### src/hw/rtl/rem_pkg.sv
`default_nettype none
package rem_pkg;

  // Field widths fixed by the register map
  localparam int CX_BITS       = 20;
  localparam int TRIG_BITS     = 18;
  localparam int RECIP_BITS    = 32;
  localparam int BLANK_BITS    = 32;
  localparam int CFG_IDX_BITS  = 3;
  localparam int CFG_DATA_BITS = 32;
  localparam int MASK_BITS     = 2;

  // Register indexes
  typedef enum logic [CFG_IDX_BITS-1:0] {
    REG_CENTER_X     = 3'd0,
    REG_CENTER_Y     = 3'd1,
    REG_COS_ANGLE    = 3'd2,
    REG_SIN_ANGLE    = 3'd3,
    REG_INV_MAJOR_SQ = 3'd4,
    REG_INV_MINOR_SQ = 3'd5,
    REG_BLANK_VALUE  = 3'd6
  } cfg_idx_t;

  // Mask codes
  localparam logic [MASK_BITS-1:0] MASK_INSIDE   = 2'd0;
  localparam logic [MASK_BITS-1:0] MASK_OUTSIDE  = 2'd1;
  localparam logic [MASK_BITS-1:0] MASK_POSITIVE = 2'd2;

  // Reset value of the cosine: exactly one in Q1.16
  localparam logic signed [TRIG_BITS-1:0] COS_RESET = 18'sd65536;

  typedef struct packed {
    logic        [CX_BITS-1:0]    center_x;
    logic        [CX_BITS-1:0]    center_y;
    logic signed [TRIG_BITS-1:0]  cos_angle;
    logic signed [TRIG_BITS-1:0]  sin_angle;
    logic        [RECIP_BITS-1:0] inv_major_sq;
    logic        [RECIP_BITS-1:0] inv_minor_sq;
    logic        [BLANK_BITS-1:0] blank_value;
  } rem_cfg_t;

  // Pixel classification carried alongside the geometry
  typedef struct packed {
    logic positive;
    logic blank;
  } pix_flags_t;

endpackage
`default_nettype wire

### src/hw/rtl/rem_ifs.sv
`default_nettype none


interface rem_cfg_if import rem_pkg::*; ();
  logic                     valid;
  logic                     ready;
  logic [CFG_IDX_BITS-1:0]  index;
  logic [CFG_DATA_BITS-1:0] data;

  modport source (output valid, index, data, input ready);
  modport sink   (input valid, index, data, output ready);
endinterface
`default_nettype wire

### src/hw/rtl/rem_cfg_regs.sv
`default_nettype none
module rem_cfg_regs import rem_pkg::*; (
  input  wire logic  clk,
  input  wire logic  rst_n,
  rem_cfg_if.sink    cfg_wr,
  output rem_cfg_t   regs
);

  rem_cfg_t regs_r;
  logic     wr_fire;

  // Always take a write
  assign cfg_wr.ready = 1'b1;
  assign wr_fire      = cfg_wr.valid && cfg_wr.ready;
  assign regs         = regs_r;

  // Decode the index; drop writes beyond the map
  always_ff @(posedge clk) begin
    if (!rst_n) begin
      regs_r.center_x     <= '0;
      regs_r.center_y     <= '0;
      regs_r.cos_angle    <= COS_RESET;
      regs_r.sin_angle    <= '0;
      regs_r.inv_major_sq <= '0;
      regs_r.inv_minor_sq <= '0;
      regs_r.blank_value  <= '0;
    end else if (wr_fire) begin
      case (cfg_idx_t'(cfg_wr.index))
        REG_CENTER_X:     regs_r.center_x     <= cfg_wr.data[CX_BITS-1:0];
        REG_CENTER_Y:     regs_r.center_y     <= cfg_wr.data[CX_BITS-1:0];
        REG_COS_ANGLE:    regs_r.cos_angle    <= $signed(cfg_wr.data[TRIG_BITS-1:0]);
        REG_SIN_ANGLE:    regs_r.sin_angle    <= $signed(cfg_wr.data[TRIG_BITS-1:0]);
        REG_INV_MAJOR_SQ: regs_r.inv_major_sq <= cfg_wr.data[RECIP_BITS-1:0];
        REG_INV_MINOR_SQ: regs_r.inv_minor_sq <= cfg_wr.data[RECIP_BITS-1:0];
        REG_BLANK_VALUE:  regs_r.blank_value  <= cfg_wr.data[BLANK_BITS-1:0];
        default: begin
        end
      endcase
    end
  end

endmodule
`default_nettype wire

### src/flat_wrapper.sv
// flat-port wrapper written by rule: the top's interface ports become plain ports
module rem_cfg_regs_flat import rem_pkg::*;
  (clk, rst_n, regs, cfg_wr_valid, cfg_wr_index, cfg_wr_data, cfg_wr_ready);
  rem_cfg_if cfg_wr_i ();
  input  wire logic clk;
  input  wire logic rst_n;
  output rem_cfg_t regs;
  input wire logic [$bits(cfg_wr_i.valid)-1:0] cfg_wr_valid;
  input wire logic [$bits(cfg_wr_i.index)-1:0] cfg_wr_index;
  input wire logic [$bits(cfg_wr_i.data)-1:0] cfg_wr_data;
  output wire logic [$bits(cfg_wr_i.ready)-1:0] cfg_wr_ready;
  assign cfg_wr_i.valid = cfg_wr_valid;
  assign cfg_wr_i.index = cfg_wr_index;
  assign cfg_wr_i.data = cfg_wr_data;
  assign cfg_wr_ready = cfg_wr_i.ready;
  rem_cfg_regs u_core (.clk(clk), .rst_n(rst_n), .cfg_wr(cfg_wr_i), .regs(regs));
endmodule
### config.mk
export PLATFORM = sky130hd
export DESIGN_NAME = rem_cfg_regs_flat
export DESIGN_NICKNAME = d
export VERILOG_FILES = /design/src/hw/rtl/rem_pkg.sv /design/src/hw/rtl/rem_ifs.sv /design/src/hw/rtl/rem_cfg_regs.sv /design/src/flat_wrapper.sv
export SDC_FILE = /design/constraint.sdc
export NUM_CORES = 1
export LEC_CHECK = 0
export BUFFER_PORTS_ARGS = -buffer_cell sky130_fd_sc_hd__buf_2
export CORE_MARGIN = 2
export CORE_UTILIZATION = 25
export CTS_BUF_LIST = sky130_fd_sc_hd__clkbuf_4
export DETAILED_ROUTE_END_ITERATION = 6
export GPL_TIMING_DRIVEN = 0
export HOLD_SLACK_MARGIN = 0.1
export REMOVE_ABC_BUFFERS = 1
export SYNTH_ARGS = -nofsm -noshare
export SYNTH_HDL_FRONTEND = slang
export SYNTH_SLANG_ARGS = --single-unit
### constraint.sdc
create_clock -name clk -period 2.3 [get_ports clk]
set_input_delay 0.575 -clock clk [delete_from_list [all_inputs] [get_ports clk]]
set_output_delay 0.575 -clock clk [all_outputs]
set_load 0.005 [all_outputs]
==> flow_summary.yaml <==
outcome:
  outcome: "completed"
critical_path:
  cp_cell_sequence: "buf_2, or4b_2, buf_16, mux2i_1"
  worst_setup_path_start_kind: "primary input"
  cp-end-kind: "flop"
  cp_data_arrival_time_ps: 2100
  crit_end: "u_core.regs[157]"
  reg2reg_from: "u_core.regs[127]"
  cp_top_family: "simple AND/OR/NAND/NOR gates"
  regToRegEndpoint: "u_core.regs[127]"
  rr_worst_depth: 2
  worstSetupPathType: "in2reg"
  slowest_delay_ps: 960
  worst-path-buf-inv: 2
  r2r_setup_slack_ps: 1640
  cp_max_fo: 12
  worst-path-stages: 4
  slowest_stage: "or4b_2"
  cp.required_ps: 2720
  startpoint: "cfg_wr_index[2]"
logic_synthesis:
  synth_seq_cells: 172
  synth_adder_area_share: 0
  yosysWarnings: 0
  synth_top_family_by_area: "multiplexers"
  synth_compound_area_frac: 0
  synth.avg_cell_area_sq_um: 10.3
  yosys.cell_types.count: 14
  syn_area_sq_mm: 0.00622
  synthSimpleGateAreaFrac: 0.136
  synthMuxAreaShare: 0.277
  synth_cells: 601
  synthXorXnorAreaFrac: 0
  ys_seq_area_frac: 0.554
clocking:
  postCtsHoldBufs: 0
  cts_setup_buffers: 0
  clk_latency_ps: 530
  cts_buffer_depth: 2
  numCtsBuffers: 17
  htreeDepth: 4
  clk_pin_slew_ps: 150
  cts_tree: "yes"
  cts_resized: 0
  clock_sinks: 172
  root_buffer: "clkbuf_4"
final_layout:
  mostFrequentLayoutCell: "buf_2"
  largest_reg_flops: 172
  nets: 834
  syn2layout_area_growth_pct: 28.5
  finalNonFillerCells: 1133
  mostFrequentLayoutCells: "208 x buf_2, 203 x nand2_1, 172 x mux2i_1, 172 x dfxtp_1, 19 x clkbuf_4"
  layout-drive-gt1-share: 0.316
worst_hold_path:
  hold_class: "in2reg"
  holdPathStages: 3
placement:
  io_buffers: 209
  gp_congestion: 0.718
  hpwl_mm: 11.5
  dp_cells: 1101
detailed_routing:
  via_per_inst: 4.20
  drt-total-wl_mm: 16.8
  drt-pass1-iter-count: 4
  drt_iter0_markers: 186
  drtAntennaViolNets: 0
  via_count: 4757
  route.detailed.drc: 0
  wl_per_cell_um: 14.8
floorplanning:
  die_x_um: 162
  start_util: 0.255
  die-area_sq_mm: 0.0262
  num_io_pins: 211
  core_area_sq_mm: 0.0244
  die_h_um: 162
  rows: 57
grt:
  use_met1: 0.169
  grt_max_degree: 113
  grt_pass1_vias: 4648
  grt.busiest_layer: "met2"
  grt-ovfl-total: 0
  antenna_found_initial: 1
  met3_usage: 0.0368
  grt.met2_usage: 0.206
  grt_pass1_wl_mm: 26.3
  grt_use_total: 0.129
timing:
  rsz0062_at_grt: "false"
  fmax_ghz: 0.595
  fin_tns_setup_ps: 0
  slew_viol_final: 0
  worst_pin_slew_ps: 716
  finalHoldWorstSlack_ps: 309
  finalCritPeriodShare: 0.730
  fin_crit_ps: 1680
  fin_skew_ps: 0
  relSlewSlack: 0.523
  hold_viol: 0
  setup_violations: 0
power:
  leakage_nw: 4.38
  p_per_area_mw_per_mm2: 648
  ir_worst_vdd_uv: 244
flow_run:
  drv_cap: 0
-- worst min-delay path by stage --
stage                     from              end  slack (ps)
6_report       cfg_wr_data[22]  u_core.regs[86]         310
5_1_grt        cfg_wr_data[31]  u_core.regs[63]         260
4_1_cts        cfg_wr_data[31]  u_core.regs[63]         240
3_5_place_dp   u_core.regs[22]  u_core.regs[22]         440
3_3_place_gp    u_core.regs[9]   u_core.regs[9]         440
2_1_floorplan   u_core.regs[0]   u_core.regs[0]         450
-- per-layer routing --
layer	wire length, um	up-vias
met3	1070	11
met4	195	0
met1	8000	2244
met2	7540	131
li1	-	2371
met5	0	-
-- report_power, final --
| part | switching, mW | total [mW] | internal (mW) |
|---|---|---|---|
| Sequential | 0.0313 | 3.08 | 3.05 |
| Combinational | 0.223 | 0.383 | 0.160 |
| Clock | 1.06 | 1.72 | 0.661 |
-- synthesized netlist by cell type --
cell | instances | area [sq um]
nor2b_1 | 2 | 12.5
buf_4 | 1 | 7.51
nand4bb_1 | 3 | 33.8
mux2i_1 | 172 | 1720
clkbuf_1 | 22 | 82.6
or4b_1 | 1 | 10.0
buf_1 | 2 | 7.51
buf_2 | 17 | 85.1
nand2_1 | 203 | 762
conb_1 | 1 | 3.75
and4b_1 | 1 | 10.0
buf_6 | 2 | 22.5
nand4b_1 | 2 | 17.5
dfxtp_1 | 172 | 3440
-- stage by stage --
step           worst slack [ps]  cell area, sq um  utilization  power [mW]
4_1_cts                     607              7990        0.328        5.29
2_1_floorplan              -236              6010            -        3.30
3_3_place_gp              -2220              7470        0.306        3.52
5_1_grt                     571              7990        0.328        5.45
3_5_place_dp               50.6              7720        0.317        3.53
6_report                    620              7990        0.328        5.18
-- cell families after synthesis --
family / Yosys count
buf+inv: 44
flops: 172
other cells: 1
simple gates: 212
mux: 172
-- worst min-delay path: stages --
cell,delay [ps]
buf_2,90
nand2_1,80
mux2i_1,70
-- final cells by class --
cell class              count  area (sq um)
fillers                  2592         16400
flip-flops and latches    172          3440
multi-input cells         385          2600
repair buffers            220          1280
well taps                 324           405
clock buffers              19           143
clock inverters            12           124
diodes                      1          2.50
No activity file was read; power rests on OpenSTA's default activity.
